## src/design/sxpc_pkg.sv

```systemverilog
`timescale 1ns / 1ps
// Shared types and constants of the horizontal Sobel prefilter.
// Used by the channel interfaces and every module of the block; depends on nothing.
package sxpc_pkg;

	// Default geometry limits for the line stores and counters.
	localparam int DEF_MAX_WIDTH  = 2048;
	localparam int DEF_MAX_HEIGHT = 4096;

	// Field widths fixed by the stream format.
	localparam int PIX_W     = 8;
	localparam int VAL_W     = 8;
	localparam int ROW_OUT_W = 12;
	localparam int COL_OUT_W = 11;

	// Signed Sobel sum: the range -1020..1020 fits 11 bits.
	localparam int SUM_W = 11;

	// Configuration register widths and the write port.
	localparam int CAP_W      = 7;
	localparam int FW_W       = 12;
	localparam int FH_W       = 13;
	localparam int CFG_DATA_W = 13;
	localparam int CFG_IDX_W  = 2;

	localparam logic [CAP_W-1:0] CAP_RESET = 7'd100;
	localparam logic [FW_W-1:0]  FW_RESET  = 12'd1280;
	localparam logic [FH_W-1:0]  FH_RESET  = 13'd720;

	typedef enum logic [CFG_IDX_W-1:0] {
		REG_CLAMP_CAP    = 2'd0,
		REG_FRAME_WIDTH  = 2'd1,
		REG_FRAME_HEIGHT = 2'd2
	} cfg_reg_t;

	// Depth of the job queue between the front and the back end.
	localparam int Q_DEPTH = 4;

	// Result slots of one job, in emission order.
	localparam int E_PREV_ROW = 0;  // pixel (r-1, c-1), carries the Sobel value
	localparam int E_CUR_ROW  = 1;  // pixel (r, c-1) on the last row
	localparam int E_PREV_END = 2;  // pixel (r-1, w-1) at a row end
	localparam int E_CUR_END  = 3;  // pixel (r, w-1) at a row end of the last row
	localparam int N_SLOTS    = 4;

	// One classified input beat: everything the back end needs to emit its results.
	typedef struct packed {
		logic [VAL_W-1:0]     value;
		logic [ROW_OUT_W-1:0] row_prev;
		logic [ROW_OUT_W-1:0] row_cur;
		logic [COL_OUT_W-1:0] col_prev;
		logic [COL_OUT_W-1:0] col_end;
		logic [N_SLOTS-1:0]   emit;
		logic                 frame_end;
	} job_t;

	// Queue status seen by the front and back ends.
	typedef struct packed {
		logic full;
		logic empty;
	} q_status_t;

endpackage

```

## src/design/sxpc_queue.sv

```systemverilog
`timescale 1ns / 1ps
// Short job queue between the front and the back end.
// Depends on sxpc_pkg for the job type and the depth.
module sxpc_queue (
	input  logic                clk,
	input  logic                arst_n,
	input  logic                push,
	input  sxpc_pkg::job_t      push_job,
	input  logic                pop,
	output sxpc_pkg::job_t      pop_job,
	output sxpc_pkg::q_status_t stat
);
	import sxpc_pkg::*;

	localparam int PTR_W = (Q_DEPTH > 1) ? $clog2(Q_DEPTH) : 1;
	localparam int CNT_W = $clog2(Q_DEPTH + 1);

	job_t             mem_q [Q_DEPTH];
	logic [PTR_W-1:0] wr_ptr_q;
	logic [PTR_W-1:0] rd_ptr_q;
	logic [CNT_W-1:0] cnt_q;

	assign stat.full  = (cnt_q == CNT_W'(Q_DEPTH));
	assign stat.empty = (cnt_q == '0);
	assign pop_job    = mem_q[rd_ptr_q];

	// Entry storage.
	always_ff @(posedge clk) begin
		if (push) begin
			mem_q[wr_ptr_q] <= push_job;
		end
	end

	// Pointers and fill count.
	always_ff @(posedge clk or negedge arst_n) begin
		if (!arst_n) begin
			wr_ptr_q <= '0;
			rd_ptr_q <= '0;
			cnt_q    <= '0;
		end else begin
			if (push) begin
				wr_ptr_q <= (wr_ptr_q == PTR_W'(Q_DEPTH - 1)) ? '0 : wr_ptr_q + 1'b1;
			end
			if (pop) begin
				rd_ptr_q <= (rd_ptr_q == PTR_W'(Q_DEPTH - 1)) ? '0 : rd_ptr_q + 1'b1;
			end
			if (push && !pop) begin
				cnt_q <= cnt_q + 1'b1;
			end else if (pop && !push) begin
				cnt_q <= cnt_q - 1'b1;
			end
		end
	end

endmodule

```

## config.mk

```make
export PLATFORM = sky130hd
export DESIGN_NAME = sxpc_queue
export DESIGN_NICKNAME = d
export VERILOG_FILES = /design/src/design/sxpc_pkg.sv /design/src/design/sxpc_queue.sv
export SDC_FILE = /design/constraint.sdc
export NUM_CORES = 1
export LEC_CHECK = 0
export BUFFER_PORTS_ARGS = -buffer_cell sky130_fd_sc_hd__buf_2
export CAP_MARGIN = 40
export CORE_UTILIZATION = 60
export DETAILED_ROUTE_END_ITERATION = 8
export PLACE_DENSITY = 0.8
export REMOVE_ABC_BUFFERS = 1
export SYNTH_ARGS = -nofsm -noshare
export SYNTH_HDL_FRONTEND = slang
export SYNTH_SLANG_ARGS = --single-unit
```

## constraint.sdc

```tcl
create_clock -name clk -period 7.5 [get_ports clk]
set_input_delay 1.5 -clock clk [delete_from_list [all_inputs] [get_ports clk]]
set_output_delay 1.5 -clock clk [all_outputs]
set_load 0.02 [all_outputs]
```

==> impl_metrics.xml <==
<?xml version="1.0" encoding="UTF-8"?>
<metrics>
  <group name="pwr">
    <metric name="power.switching_fraction" unit="%">30.38</metric>
    <metric name="ir_worst_vdd" unit="uV">274.9</metric>
    <metric name="seqPwrFrac" unit="%">44.1</metric>
    <metric name="power.internal" unit="uW">2937</metric>
    <metric name="pwr-share-comb" unit="%">29.4</metric>
    <metric name="power_per_cell_area" unit="mW/mm^2">399.5</metric>
    <metric name="power.leakage" unit="uW">0.003666</metric>
    <metric name="total_switching_power" unit="uW">1282</metric>
    <metric name="part_of_the_total_power_dissipated_in_the_clock_network" unit="%">26.5</metric>
  </group>
  <group name="critical_path">
    <metric name="worst_path_dominant_cell_family" unit="">buffers and inverters</metric>
    <metric name="critical_path.max_fanout" unit="">37</metric>
    <metric name="cp_class" unit="">flop to output port</metric>
    <metric name="critical_path.endpoint_type" unit="">output port</metric>
    <metric name="critPathLaunchType" unit="">flop</metric>
    <metric name="cp_slowest_cell" unit="">sky130_fd_sc_hd__dfrtp_4</metric>
    <metric name="worst-path-buf-inv" unit="">3</metric>
    <metric name="worstPathCellList" unit="">buf_4, buf_16, mux4_2, buf_2</metric>
    <metric name="worstPathArrival" unit="ps">2580</metric>
    <metric name="max_stage_delay" unit="ps">650</metric>
    <metric name="worst_ep_required" unit="ps">6000</metric>
  </group>
  <group name="clock_network">
    <metric name="clk_root_buffer_cell" unit="">sky130_fd_sc_hd__clkbuf_16</metric>
    <metric name="tritoncts_num_sinks" unit="">243</metric>
    <metric name="clkLatencyLatePin" unit="ps">520</metric>
    <metric name="cts_tree" unit="">built</metric>
    <metric name="cts_buffer_depth" unit="">3</metric>
    <metric name="cts-resized-gates" unit="">0</metric>
    <metric name="post_cts.repair.setup_buffers" unit="">0</metric>
    <metric name="cts-hold-fix-buffers" unit="">0</metric>
    <metric name="cts_buffers" unit="">24</metric>
    <metric name="ctsHtreeMaxLevel" unit="">1</metric>
    <metric name="clk_transition_reported_paths" unit="ps">60</metric>
  </group>
  <group name="timing">
    <metric name="slew_viol_final" unit="">0</metric>
    <metric name="final.setup_skew" unit="ps">19.78</metric>
    <metric name="maxSlewHeadroom" unit="%">47.30</metric>
    <metric name="fin_tns_setup" unit="ps">0</metric>
    <metric name="fmaxAchievable" unit="MHz">245.2</metric>
    <metric name="setup_viol_count_final" unit="">0</metric>
    <metric name="finalCritPeriodShare" unit="%">54.37</metric>
    <metric name="final_period_minus_worst_setup_slack" unit="ps">4078</metric>
    <metric name="grt_setup_unrepaired" unit="">no</metric>
    <metric name="tightest_slew" unit="ps">790.4</metric>
    <metric name="finalHoldViolations" unit="">0</metric>
  </group>
  <group name="global_route">
    <metric name="grt_remaining_overflow" unit="">0</metric>
    <metric name="wire_length_of_the_first_global_routing_pass" unit="mm">23.71</metric>
    <metric name="grt_pass1_vias" unit="">4202</metric>
    <metric name="grt_max_degree" unit="">41</metric>
    <metric name="grtUsageTotal" unit="%">20.40</metric>
    <metric name="number_of_antenna_violations_at_the_first_check_in_global_routing" unit="">1</metric>
  </group>
  <group name="die">
    <metric name="floorplan.initialDensity" unit="%">61.66</metric>
    <metric name="fp.dieH" unit="um">124.5</metric>
    <metric name="chipWidth" unit="um">124.5</metric>
    <metric name="coreArea" unit="mm^2">0.01459</metric>
    <metric name="i_o_pin_count" unit="">124</metric>
    <metric name="die_area" unit="mm^2">0.01549</metric>
    <metric name="row_count" unit="">44</metric>
  </group>
  <group name="route">
    <metric name="drt-wirelength-per-cell" unit="um">22.18</metric>
    <metric name="top_layer" unit="">met5</metric>
    <metric name="wl_met3" unit="mm">1.165</metric>
    <metric name="met1Wirelength" unit="mm">6.262</metric>
    <metric name="drtPass1Iterations" unit="">4</metric>
    <metric name="detail_route.vias_per_cell" unit="">5.873</metric>
    <metric name="drt-initial-drc-count" unit="">361</metric>
    <metric name="ant_nets" unit="">0</metric>
    <metric name="wl_met2" unit="mm">7.529</metric>
    <metric name="via_count" unit="">4035</metric>
    <metric name="wl" unit="mm">15.24</metric>
    <metric name="drcViolationCount" unit="">0</metric>
  </group>
  <group name="final_layout">
    <metric name="finalInstanceArea" unit="mm^2">0.01056</metric>
    <metric name="filler_cell_count" unit="">821</metric>
    <metric name="mostFrequentLayoutCells" unit="">sky130_fd_sc_hd__edfxtp_1, sky130_fd_sc_hd__buf_2, sky130_fd_sc_hd__mux4_2, sky130_fd_sc_hd__clkbuf_16, sky130_fd_sc_hd__clkinv_2</metric>
    <metric name="final_layout_size_suffix_gt1_share" unit="%">46.12</metric>
    <metric name="layout-area-overhead-vs-synth" unit="%">17.40</metric>
    <metric name="nets" unit="">558</metric>
    <metric name="mostFrequentLayoutCell" unit="">sky130_fd_sc_hd__edfxtp_1</metric>
    <metric name="diodes" unit="">0</metric>
  </group>
  <group name="placed_design">
    <metric name="gp_congestion" unit="">0.6804</metric>
    <metric name="dpl_cell_area" unit="mm^2">0.009822</metric>
    <metric name="placed_wire_length_estimate_after_detailed_placement" unit="mm">9.026</metric>
    <metric name="port_buffers" unit="">123</metric>
  </group>
  <group name="synthesis">
    <metric name="synthCells" unit="">346</metric>
    <metric name="yosys_register_bits" unit="">243</metric>
    <metric name="synth_sequential_area_ratio" unit="%">80.72</metric>
    <metric name="synthAdderAreaFrac" unit="%">1.057</metric>
    <metric name="ys_top_cells_by_area" unit="">sky130_fd_sc_hd__edfxtp_1, sky130_fd_sc_hd__mux4_2, sky130_fd_sc_hd__dfrtp_1</metric>
    <metric name="synth_mux_area_share" unit="%">15.19</metric>
    <metric name="complex_gate_fraction_of_the_synthesized_area" unit="%">0.1113</metric>
    <metric name="syn_avg_cell_area" unit="um^2">26.00</metric>
    <metric name="synth_simple_gate_area_share" unit="%">0.6259</metric>
    <metric name="dominant_combinational_cell_family_by_area_after_synthesis" unit="">multiplexers</metric>
    <metric name="synth.largest_area_cell" unit="">sky130_fd_sc_hd__edfxtp_1</metric>
    <metric name="yosys.cell_types.count" unit="">20</metric>
    <metric name="synth_top_area_share" unit="%">78.78</metric>
    <metric name="yosys_warnings" unit="">0</metric>
    <metric name="cell_area_after_synthesis" unit="mm^2">0.008996</metric>
    <metric name="post_synth_xor_xnor_area" unit="%">0.2921</metric>
  </group>
  <group name="status">
    <metric name="run_status" unit="">finished, final reports clean</metric>
  </group>
  <group name="hold_path">
    <metric name="hp-class" unit="">flop to flop</metric>
  </group>
  <group name="job">
    <metric name="max-cap-violations" unit="">0</metric>
  </group>
</metrics>
cells in the mapped netlist:
| cell | count |
|---|---|
| sky130_fd_sc_hd__inv_1 | 4 |
| sky130_fd_sc_hd__clkbuf_1 | 1 |
| sky130_fd_sc_hd__ha_1 | 6 |
| sky130_fd_sc_hd__mux2_2 | 3 |
| sky130_fd_sc_hd__nor2_1 | 3 |
| sky130_fd_sc_hd__fa_1 | 1 |
| sky130_fd_sc_hd__nand2_1 | 2 |
| sky130_fd_sc_hd__mux4_1 | 1 |
| sky130_fd_sc_hd__mux4_2 | 58 |
| sky130_fd_sc_hd__edfxtp_1 | 236 |
| sky130_fd_sc_hd__nor3b_1 | 1 |
| sky130_fd_sc_hd__dfrtp_1 | 7 |
| sky130_fd_sc_hd__buf_6 | 1 |
| sky130_fd_sc_hd__and2_1 | 4 |
| sky130_fd_sc_hd__xor2_1 | 2 |
| sky130_fd_sc_hd__o21ai_0 | 2 |
| sky130_fd_sc_hd__buf_12 | 6 |
| sky130_fd_sc_hd__buf_2 | 6 |
| sky130_fd_sc_hd__nor3_1 | 1 |
| sky130_fd_sc_hd__xnor2_1 | 1 |
registers in the layout, summed over array words and instances (netlist names):
register / flops
wr_ptr_q: 2
rd_ptr_q: 2
cnt_q: 3
mem_q: 236
worst paths after layout:
check | slack (ps) | cells after the start | from | endpoint
max | 3420 | 4 | rd_ptr_q[0] | pop_job[54]
min | 500 | 1 | cnt_q[2] | cnt_q[2]
max reg2reg | 5380 | 3 | rd_ptr_q[1] | rd_ptr_q[1]
min reg2reg | 500 | 1 | cnt_q[2] | cnt_q[2]
max in group asynchronous | 6490 | 1 | arst_n | rd_ptr_q[0]
min in group asynchronous | 820 | 1 | arst_n | rd_ptr_q[1]
cell families after synthesis:
group,count (synthesis)
buffers and inverters,18
and+or+nand+nor,11
DFF,243
xor gates and xnor gates,3
adders and majority gates,7
muxes,62
AOI/OAI and AO/OA,2
cell type report:
class / count / area (um^2) / area share, %
Clock buffer: 26 / 608.1 / 5.758
Clock inverter: 15 / 131.4 / 1.244
Inverter: 4 / 15.01 / 0.1422
Multi-Input combinational cell: 85 / 1564 / 14.81
Sequential cell: 243 / 7267 / 68.81
Tap cell: 184 / 230.2 / 2.180
Timing Repair Buffer: 130 / 745.7 / 7.061
layer usage:
metal / global-route usage, % / vias up
li1: - / 1756
met4: 5.245 / 2
met5: 0 / -
met2: 32.79 / 150
met1: 28.66 / 2102
met3: 4.897 / 25
metrics by stage:
stage | std cells | util [%] | worst slack [ps] | total power, uW | hold WS [ps]
floorplan | 332 | - | 2778 | 2728 | 456.3
CTS | 687 | 72.39 | 3345 | 4276 | 504.6
detailed placement | 646 | 67.32 | 3895 | 3154 | 493.3
finish | 687 | 72.39 | 3422 | 4219 | 503.0
global route | 687 | 72.39 | 3258 | 4399 | 558.0
global placement | 641 | 66.54 | 3688 | 3080 | 470.0
power groups by stage:
stage | clock (uW) | combinational [uW] | sequential [uW]
global placement | 0 | 1200 | 1880
CTS | 1140 | 1270 | 1870
floorplan | 0 | 799 | 1930
global route | 1190 | 1320 | 1890
detailed placement | 0 | 1260 | 1900
finish | 1120 | 1240 | 1860
No activity file was read; power rests on OpenSTA's default activity.
