**src/design/sxpc_pkg.sv**
```systemverilog
`timescale 1ns / 1ps
// Shared types and constants of the horizontal Sobel prefilter.
// Used by the channel interfaces and every module of the block; depends on nothing.
package sxpc_pkg;

	// Default geometry limits for the line stores and counters.
	localparam int DEF_MAX_WIDTH  = 2048;
	localparam int DEF_MAX_HEIGHT = 4096;

	// Field widths fixed by the stream format.
	localparam int PIX_W     = 8;
	localparam int VAL_W     = 8;
	localparam int ROW_OUT_W = 12;
	localparam int COL_OUT_W = 11;

	// Signed Sobel sum: the range -1020..1020 fits 11 bits.
	localparam int SUM_W = 11;

	// Configuration register widths and the write port.
	localparam int CAP_W      = 7;
	localparam int FW_W       = 12;
	localparam int FH_W       = 13;
	localparam int CFG_DATA_W = 13;
	localparam int CFG_IDX_W  = 2;

	localparam logic [CAP_W-1:0] CAP_RESET = 7'd100;
	localparam logic [FW_W-1:0]  FW_RESET  = 12'd1280;
	localparam logic [FH_W-1:0]  FH_RESET  = 13'd720;

	typedef enum logic [CFG_IDX_W-1:0] {
		REG_CLAMP_CAP    = 2'd0,
		REG_FRAME_WIDTH  = 2'd1,
		REG_FRAME_HEIGHT = 2'd2
	} cfg_reg_t;

	// Depth of the job queue between the front and the back end.
	localparam int Q_DEPTH = 4;

	// Result slots of one job, in emission order.
	localparam int E_PREV_ROW = 0;  // pixel (r-1, c-1), carries the Sobel value
	localparam int E_CUR_ROW  = 1;  // pixel (r, c-1) on the last row
	localparam int E_PREV_END = 2;  // pixel (r-1, w-1) at a row end
	localparam int E_CUR_END  = 3;  // pixel (r, w-1) at a row end of the last row
	localparam int N_SLOTS    = 4;

	// One classified input beat: everything the back end needs to emit its results.
	typedef struct packed {
		logic [VAL_W-1:0]     value;
		logic [ROW_OUT_W-1:0] row_prev;
		logic [ROW_OUT_W-1:0] row_cur;
		logic [COL_OUT_W-1:0] col_prev;
		logic [COL_OUT_W-1:0] col_end;
		logic [N_SLOTS-1:0]   emit;
		logic                 frame_end;
	} job_t;

	// Queue status seen by the front and back ends.
	typedef struct packed {
		logic full;
		logic empty;
	} q_status_t;

endpackage

```
**src/design/sxpc_if.sv**
```systemverilog


interface sxpc_res_if;
	import sxpc_pkg::*;

	logic                 valid;
	logic                 ready;
	logic [VAL_W-1:0]     filtered_value;
	logic [ROW_OUT_W-1:0] out_row;
	logic [COL_OUT_W-1:0] out_col;
	logic                 last_of_run;
	logic                 frame_done;

	modport source (output valid, output filtered_value, output out_row, output out_col,
		output last_of_run, output frame_done, input ready);
	modport sink   (input valid, input filtered_value, input out_row, input out_col,
		input last_of_run, input frame_done, output ready);
endinterface

```
**src/design/sxpc_back.sv**
```systemverilog
`timescale 1ns / 1ps
// Back end: takes one job at a time from the queue and emits its results, one beat a cycle while res.ready is high.
// Depends on sxpc_pkg and sxpc_if.
module sxpc_back (
	input  logic                clk,
	input  logic                arst_n,
	input  sxpc_pkg::job_t      job_in,
	input  sxpc_pkg::q_status_t q_stat,
	output logic                pop,
	sxpc_res_if.source          res
);
	import sxpc_pkg::*;

	job_t               job_q;
	logic [N_SLOTS-1:0] mask_q;
	logic [N_SLOTS-1:0] sel;
	logic [N_SLOTS-1:0] rest;
	logic               fire;

	// The lowest pending slot goes out first.
	assign sel  = mask_q & (~mask_q + 1'b1);
	assign rest = mask_q & ~sel;
	assign fire = res.valid && res.ready;

	// Load the next job as soon as the current one has given its last beat.
	assign pop = !q_stat.empty && ((mask_q == '0) || (fire && (rest == '0)));

	always_comb begin
		res.valid          = (mask_q != '0);
		res.filtered_value = sel[E_PREV_ROW] ? job_q.value : '0;
		res.out_row        = (sel[E_PREV_ROW] || sel[E_PREV_END]) ? job_q.row_prev
			: job_q.row_cur;
		res.out_col        = (sel[E_PREV_ROW] || sel[E_CUR_ROW]) ? job_q.col_prev
			: job_q.col_end;
		res.last_of_run    = (rest == '0);
		res.frame_done     = (rest == '0) && job_q.frame_end;
	end

	// Pending slots of the current job.
	always_ff @(posedge clk or negedge arst_n) begin
		if (!arst_n) begin
			mask_q <= '0;
		end else if (pop) begin
			mask_q <= job_in.emit;
		end else if (fire) begin
			mask_q <= rest;
		end
	end

	always_ff @(posedge clk) begin
		if (pop) begin
			job_q <= job_in;
		end
	end

endmodule

```
**src/flat_wrapper.sv**
```systemverilog
// flat-port wrapper written by rule: the top's interface ports become plain ports
module sxpc_back_flat import sxpc_pkg::*;
  (clk, arst_n, job_in, q_stat, pop, res_valid, res_filtered_value, res_out_row, res_out_col, res_last_of_run, res_frame_done, res_ready);
  sxpc_res_if res_i ();
  input  logic clk;
  input  logic arst_n;
  input  sxpc_pkg::job_t job_in;
  input  sxpc_pkg::q_status_t q_stat;
  output logic pop;
  output wire logic [$bits(res_i.valid)-1:0] res_valid;
  output wire logic [$bits(res_i.filtered_value)-1:0] res_filtered_value;
  output wire logic [$bits(res_i.out_row)-1:0] res_out_row;
  output wire logic [$bits(res_i.out_col)-1:0] res_out_col;
  output wire logic [$bits(res_i.last_of_run)-1:0] res_last_of_run;
  output wire logic [$bits(res_i.frame_done)-1:0] res_frame_done;
  input wire logic [$bits(res_i.ready)-1:0] res_ready;
  assign res_valid = res_i.valid;
  assign res_filtered_value = res_i.filtered_value;
  assign res_out_row = res_i.out_row;
  assign res_out_col = res_i.out_col;
  assign res_last_of_run = res_i.last_of_run;
  assign res_frame_done = res_i.frame_done;
  assign res_i.ready = res_ready;
  sxpc_back u_core (.clk(clk), .arst_n(arst_n), .job_in(job_in), .q_stat(q_stat), .pop(pop), .res(res_i));
endmodule
```
**config.mk**
```make
export PLATFORM = sky130hd
export DESIGN_NAME = sxpc_back_flat
export DESIGN_NICKNAME = d
export VERILOG_FILES = /design/src/design/sxpc_pkg.sv /design/src/design/sxpc_if.sv /design/src/design/sxpc_back.sv /design/src/flat_wrapper.sv
export SDC_FILE = /design/constraint.sdc
export NUM_CORES = 1
export LEC_CHECK = 0
export BUFFER_PORTS_ARGS = -buffer_cell sky130_fd_sc_hd__buf_2
export CELL_PAD_IN_SITES_DETAIL_PLACEMENT = 0
export CELL_PAD_IN_SITES_GLOBAL_PLACEMENT = 2
export CORE_MARGIN = 2
export CORE_UTILIZATION = 29
export DETAILED_ROUTE_END_ITERATION = 8
export PLACE_DENSITY = 0.81
export SLEW_MARGIN = 30
export SYNTH_ARGS = -nofsm -noshare
export SYNTH_HDL_FRONTEND = slang
export SYNTH_SLANG_ARGS = --single-unit
```
**constraint.sdc**
```tcl
create_clock -name clk -period 5.6 [get_ports clk]
set_input_delay 0.84 -clock clk [delete_from_list [all_inputs] [get_ports clk]]
set_output_delay 0.84 -clock clk [all_outputs]
set_load 0.02 [all_outputs]
```
==> results of run 1 <==
==> metrics by stage <==
| step | total power (uW) | area, um2 | hold slack [ns] | cells | utilization (%) |
|---|---|---|---|---|---|
| 2_1_floorplan | 1314 | 2440 | 0.5444 | 132 | - |
| 3_3_place_gp | 1485 | 3018 | 0.6472 | 330 | 36.91 |
| 3_5_place_dp | 1493 | 3018 | 0.6471 | 330 | 36.91 |
| 4_1_cts | 1814 | 3179 | 0.2839 | 346 | 38.89 |
| 5_1_grt | 1896 | 3179 | 0.2924 | 346 | 38.89 |
| 6_report | 1778 | 3179 | 0.3056 | 346 | 38.89 |
==> critical path, delay by kind of cell, from the launching register on <==
family | cells | cell delay (ns)
flip-flops | 1 | 0.58
multiplexers | 1 | 0.41
AND/OR/NAND/NOR | 1 | 0.76
buffers and inverters | 1 | 0.16
==> per-layer routing <==
| metal | GRT usage [%] | wire, um |
|---|---|---|
| met4 | 4.762 | 63 |
| met2 | 16.78 | 2246 |
| met5 | 0 | 0 |
| met3 | 5.325 | 386 |
| met1 | 11.78 | 1767 |
==> flip-flops by register name, indices dropped and copies added, names as in the netlist <==
name           count
u_core.job_q      55
u_core.mask_q      4
==> placed cells by master (no fill, tap or decap), drive strengths merged <==
master	Yosys	layout
buf	4	98
edfxtp	55	55
mux2	23	23
clkbuf	1	11
and2	9	9
nand2b	5	5
nor2	5	5
nand2	4	4
o211ai	4	4
o311ai	4	4
dfrtp	4	4
clkinv	0	4
a21oi	3	3
nor3b	2	2
o21ai	2	2
inv	1	1
or3	1	1
maj3	1	1
o2bb2ai	1	1
or2	1	1
or2b	1	1
o31ai	1	1
clkinvlp	0	1
==> area by class of cell <==
cell class / count / area (um2)
Clock buffer: 11 / 131.4
Clock inverter: 5 / 30.03
Fill cell: 804 / 4996
Inverter: 1 / 6.256
Multi-Input combinational cell: 67 / 635.6
Sequential cell: 59 / 1752
Tap cell: 105 / 131.4
Timing Repair Buffer: 98 / 493.0
==> where the power goes <==
part | switching, uW | internal [uW]
registers | 68.0 | 643
logic | 435 | 321
clock network | 153 | 158
==> logic make-up after synthesis <==
family / after synthesis
buf+inv: 6
compound gates: 15
fa+ha+maj: 1
flops: 59
mux: 23
simple gates: 28
==> final timing paths <==
| path | startpoint | endpoint | slack (ns) | cells past startpoint |
|---|---|---|---|---|
| worst max-delay path | u_core.mask_q[0] | res_out_col[10] | 2.53 | 3 |
| worst min register to register | u_core.mask_q[3] | u_core.mask_q[3] | 0.69 | 2 |
| worst min-delay path | arst_n | u_core.mask_q[3] | 0.31 | 1 |
| max in group asynchronous | arst_n | u_core.mask_q[1] | 5.18 | 1 |
| min in group clk | job_in[50] | u_core.job_q[50] | 0.69 | 1 |
| worst max register to register | u_core.mask_q[0] | u_core.job_q[58] | 3.39 | 3 |
==> impl_metrics.csv, run 1 <==
group,metric,value,unit
grt,antenna_found_initial,0,
timing,rsz0062_at_grt,"no",
timing,setup_violations,0,
critical_path,critPathLaunchType,"register",
grt,grt_max_degree,56,
clocking,cts_resized,0,
power_and_ir_drop,peakVddDrop,0.3343,mV
yosys,synth_top_area_share,67.69,%
grt,grt.total_usage,10.52,%
yosys,yosys_warnings,0,
grt,grt_pass1_vias,1472,
timing,timing.final.max_slew_violations,0,
clocking,clkTransAtPathRegs,0.06,ns
timing,fmax,325.7,MHz
floorplanning,core_area,8175,um2
critical_path,worst-setup-path-type,"register to output pin",
floorplanning,start_util,29.84,%
yosys,postSynthCellCount,132,
clocking,tritoncts,"built",
timing,fin_crit_sh,54.83,%
critical_path,critPathRequiredTime,4.76,ns
cells_and_area,drive_above_1_share,58.09,%
timing,tightest_slew,0.8466,ns
cells_and_area,antennaDiodeCount,0,
worst_hold_path,hold_class,"primary input to asynchronous set/reset pin",
power_and_ir_drop,power_leakage,0.001314,uW
timing,finClkSkew,0.009228,ns
drt,drtIter0Drc,31,
critical_path,crit_fanout,17,
clocking,cts-buffers-inserted,9,
grt,grt_pass1_wl,6.920,mm
place,hpwl,3.302,mm
timing,layout_setup_ws,2.530,ns
clocking,cts_setup_buffers,0,
cells_and_area,nets,300,
clocking,clkLatencyLatePin,0.32,ns
clocking,cts_hold_buffers,0,
yosys,synth_xor_area_share,0,%
cells_and_area,syn2layout_area_growth,30.31,%
grt,overflow,0,
yosys,synth.net_count,196,
yosys,ys_async_sr_fraction,6.780,%
yosys,synth_top_family_by_area,"multiplexers",
yosys,synth_mux_area_share,13.54,%
yosys,seq_area_frac_synth,71.79,%
yosys,synth-simple-area-share,6.513,%
timing,slew_headroom,43.50,%
floorplanning,die_h,95.73,um
floorplanning,io_pins,99,
yosys,synth_area_leaders,"edfxtp_1 68%, mux2_4 12%, dfrtp_1 4.1%, and2_1 2.3%, mux2_2 1.8%",
critical_path,cpPeakStageDelay,0.76,ns
yosys,synth.largest_area_cell,"edfxtp_1",
yosys,synth_edf_count,55,
clocking,cts_max_level,3,
critical_path,end_kind,"output pin",
drt,avgViaCountPerCell,4.228,
drt,vias,1463,
drt,drtPass1Iterations,4,
yosys,synth-compound-area-share,5.077,%
clocking,clockBufferDepth,2,
power_and_ir_drop,power_density,559.3,nW/um2
run,cap_violations,0,
yosys,ys.flop_type,"edfxtp_1",
place,place_ws,2.822,ns
yosys,synthDistinctLibCells,25,
critical_path,critPathArrivalTime,2.23,ns
timing,finalSetupTns,0,ns
outcome,status,"finished clean",
drt,routed_wl,4.463,mm
drt,drt-wirelength-per-cell,12.90,um
drt,antenna_left,0,
drt,drc,0,
place,gp_congestion,0.8006,
critical_path,cp_slowest_cell,"nor2_2",
yosys,ys_seq_elements,59,
place,io_buffers,97,
clocking,ctsRootBufferMaster,"clkbuf_8",
floorplanning,die_area,9163,um2
timing,hold_violations,0,
floorplanning,rows,33,
floorplanning,die_x,95.73,um
yosys,synthAdderAreaFrac,0.4615,%
yosys,avgSynthCellArea,18.48,um2
yosys,yosysMostFrequentCell,"edfxtp_1",
critical_path,path_cells,"nor2_2 -> mux2_2 -> buf_2",
yosys,netlist_top_cells_count,"55 x edfxtp_1, 19 x mux2_4, 9 x and2_1",
timing,post-route-min-period,3.070,ns
yosys,syn-cell-area,2440,um2
clocking,cts_sinks,59,
Note: power is estimated with default switching activity, not from simulation.
==> run 2, diff against run 1 <==
- clock period: 5.6 -> 2.8 ns (I/O delays scaled with it)
==> run 2 against run 1 <==
Compared with the run above:
- sequential share of layout area fell by 0.64 points
- count of clock-buffer cells in the layout fell by 2
- core utilization rose by 0.46 points
- global-route usage fell by 0.052 points
- critical endpoint is now res_out_row[11]
==> impl_metrics.csv, run 2 (synthesis gave the netlist of run 1 again) <==
group,metric,value,unit
critical_path,crit_path_start,"u_core.mask_q[1]",
grt,antenna_found_initial,0,
critical_path,cpPeakStageDelay,0.57,ns
grt,overflow,0,
place,hpwl,3.366,mm
timing,fmax,411.3,MHz
floorplanning,die_x,95.73,um
critical_path,path_depth,4,
grt,grt_pass1_wl,6.906,mm
timing,setup_violations,0,
critical_path,critPathLaunchType,"register",
floorplanning,rows,33,
power_and_ir_drop,power_leakage,0.001334,uW
power_and_ir_drop,peakVddDrop,0.7972,mV
outcome,status,"finished clean",
critical_path,cp_slowest_cell,"dfrtp_1",
critical_path,crit_buf_inv,2,
timing,slew_headroom,62.18,%
clocking,clkLatencyLatePin,0.33,ns
drt,vias,1484,
drt,drtPass1Iterations,4,
place,post-place-cells,333,
clocking,cts_sinks,59,
critical_path,regToRegEndpoint,"u_core.job_q[0]",
timing,tightest_slew,0.5660,ns
drt,highest_layer,"met4",
place,place_ws,0.6735,ns
timing,hold_violations,0,
drt,wl_met1,1.830,mm
cells_and_area,antennaDiodeCount,0,
clocking,ctsRootBufferMaster,"clkbuf_8",
cells_and_area,fillers,786,
place,io_buffers,97,
timing,timing.final.max_slew_violations,0,
run,cap_violations,0,
place,gp_congestion,0.7704,
drt,routed_wl,4.515,mm
cells_and_area,largest_reg_flops,55,
critical_path,end_kind,"output pin",
timing,finClkSkew,0.009537,ns
cells_and_area,final_common_cell,"buf_2",
critical_path,critPathRequiredTime,2.38,ns
timing,post-route-min-period,2.431,ns
cells_and_area,drive_above_1_share,59.43,%
drt,dr_wl_met3,390,um
clocking,cts_setup_buffers,0,
floorplanning,die_area,9163,um2
clocking,clkTransAtPathRegs,0.07,ns
critical_path,rr_startpoint,"u_core.mask_q[0]",
timing,hold_slack,0.2584,ns
clocking,cts_max_level,3,
critical_path,critical-path-top-delay-family,"flip-flops",
cells_and_area,final_cell_mix,"97 x buf_2, 55 x edfxtp_1, 19 x mux2_4",
critical_path,worst-setup-path-type,"register to output pin",
critical_path,reg2regPathDepth,3,
grt,grt_max_degree,26,
timing,layout_setup_ws,0.3687,ns
critical_path,crit_end,"res_out_row[11]",
grt,grt.total_usage,10.47,%
timing,fin_crit_sh,86.83,%
critical_path,path_cells,"inv_4 -> a21oi_4 -> mux2_2 -> buf_2",
drt,wl_met2,2.192,mm
timing,finalSetupTns,0,ns
cells_and_area,top_register,"u_core.job_q",
floorplanning,core_area,8175,um2
drt,drtIter0Drc,34,
cells_and_area,stdcell_area,3217,um2
cells_and_area,syn2layout_area_growth,31.85,%
timing,rsz0062_at_grt,"no",
clocking,cts-buffers-inserted,9,
drt,avgViaCountPerCell,4.252,
cells_and_area,top_regs,"u_core.job_q: 55 flops, u_core.mask_q: 4 flops",
cells_and_area,final_cells,349,
grt,grt_pass1_vias,1446,
critical_path,crit_fanout,12,
drt,antenna_left,0,
clocking,clockBufferDepth,2,
critical_path,regToRegSetupSlack,0.83,ns
worst_hold_path,hold_class,"primary input to register",
floorplanning,start_util,29.84,%
critical_path,critPathArrivalTime,2.01,ns
power_and_ir_drop,power_density,1121,nW/um2
place,place_area,3040,um2
floorplanning,io_pins,99,
clocking,tritoncts,"built",
drt,drt-wirelength-per-cell,12.94,um
drt,drc,0,
cells_and_area,nets,304,
floorplanning,die_h,95.73,um
[run 2: through the flow]
step | total power [uW] | util [%]
6_report | 3607 | 39.35
5_1_grt | 3829 | 39.35
4_1_cts | 3676 | 39.35
3_5_place_dp | 3008 | 37.19
3_3_place_gp | 2992 | 37.19
2_1_floorplan | 2617 | -
[run 2: routing by layer]
layer / vias to the layer above / global-route usage (%)
met5: - / 0
met2: 61 / 16.61
met1: 691 / 11.62
met4: 0 / 5.357
li1: 721 / -
met3: 11 / 5.168
[run 2: worst reg2reg max path, stage by stage (launching register included)]
cell and delay, ns:
dfrtp_1 0.57, or3_1 0.49, o21ai_4 0.21, buf_4 0.36
[run 2: final cells by class]
class | instances | area [um2] | share of cell area [%]
multi-input combinational | 67 | 635.6 | 19.76
sequential | 59 | 1752 | 54.45
clock inverter | 6 | 42.54 | 1.322
tap | 105 | 131.4 | 4.084
inverter | 1 | 6.256 | 0.1945
timing repair buffer | 102 | 525.5 | 16.34
clock buffer | 9 | 123.9 | 3.851
[run 2: power breakdown]
group / total, uW / internal (uW) / switching (uW)
clock network: 644 / 316 / 328
registers: 1420 / 1280 / 136
logic: 1550 / 668 / 878
[run 2: repair_timing]
action,4_1_cts,5_1_grt
gates resized for setup,0,0
endpoints found under the setup margin,0,0
hold buffers,1,0
endpoints found under the hold margin,4,0
[run 2: worst min-delay path by stage]
stage               cells past startpoint               end        from  slack [ns]
floorplan                               0  u_core.mask_q[0]      arst_n        0.12
global placement                        1  u_core.mask_q[3]      arst_n        0.23
detailed placement                      1  u_core.mask_q[0]      arst_n        0.23
CTS                                     1  u_core.job_q[55]  job_in[55]        0.23
global route                            1  u_core.job_q[27]  job_in[27]        0.23
finish                                  1  u_core.job_q[54]  job_in[54]        0.26
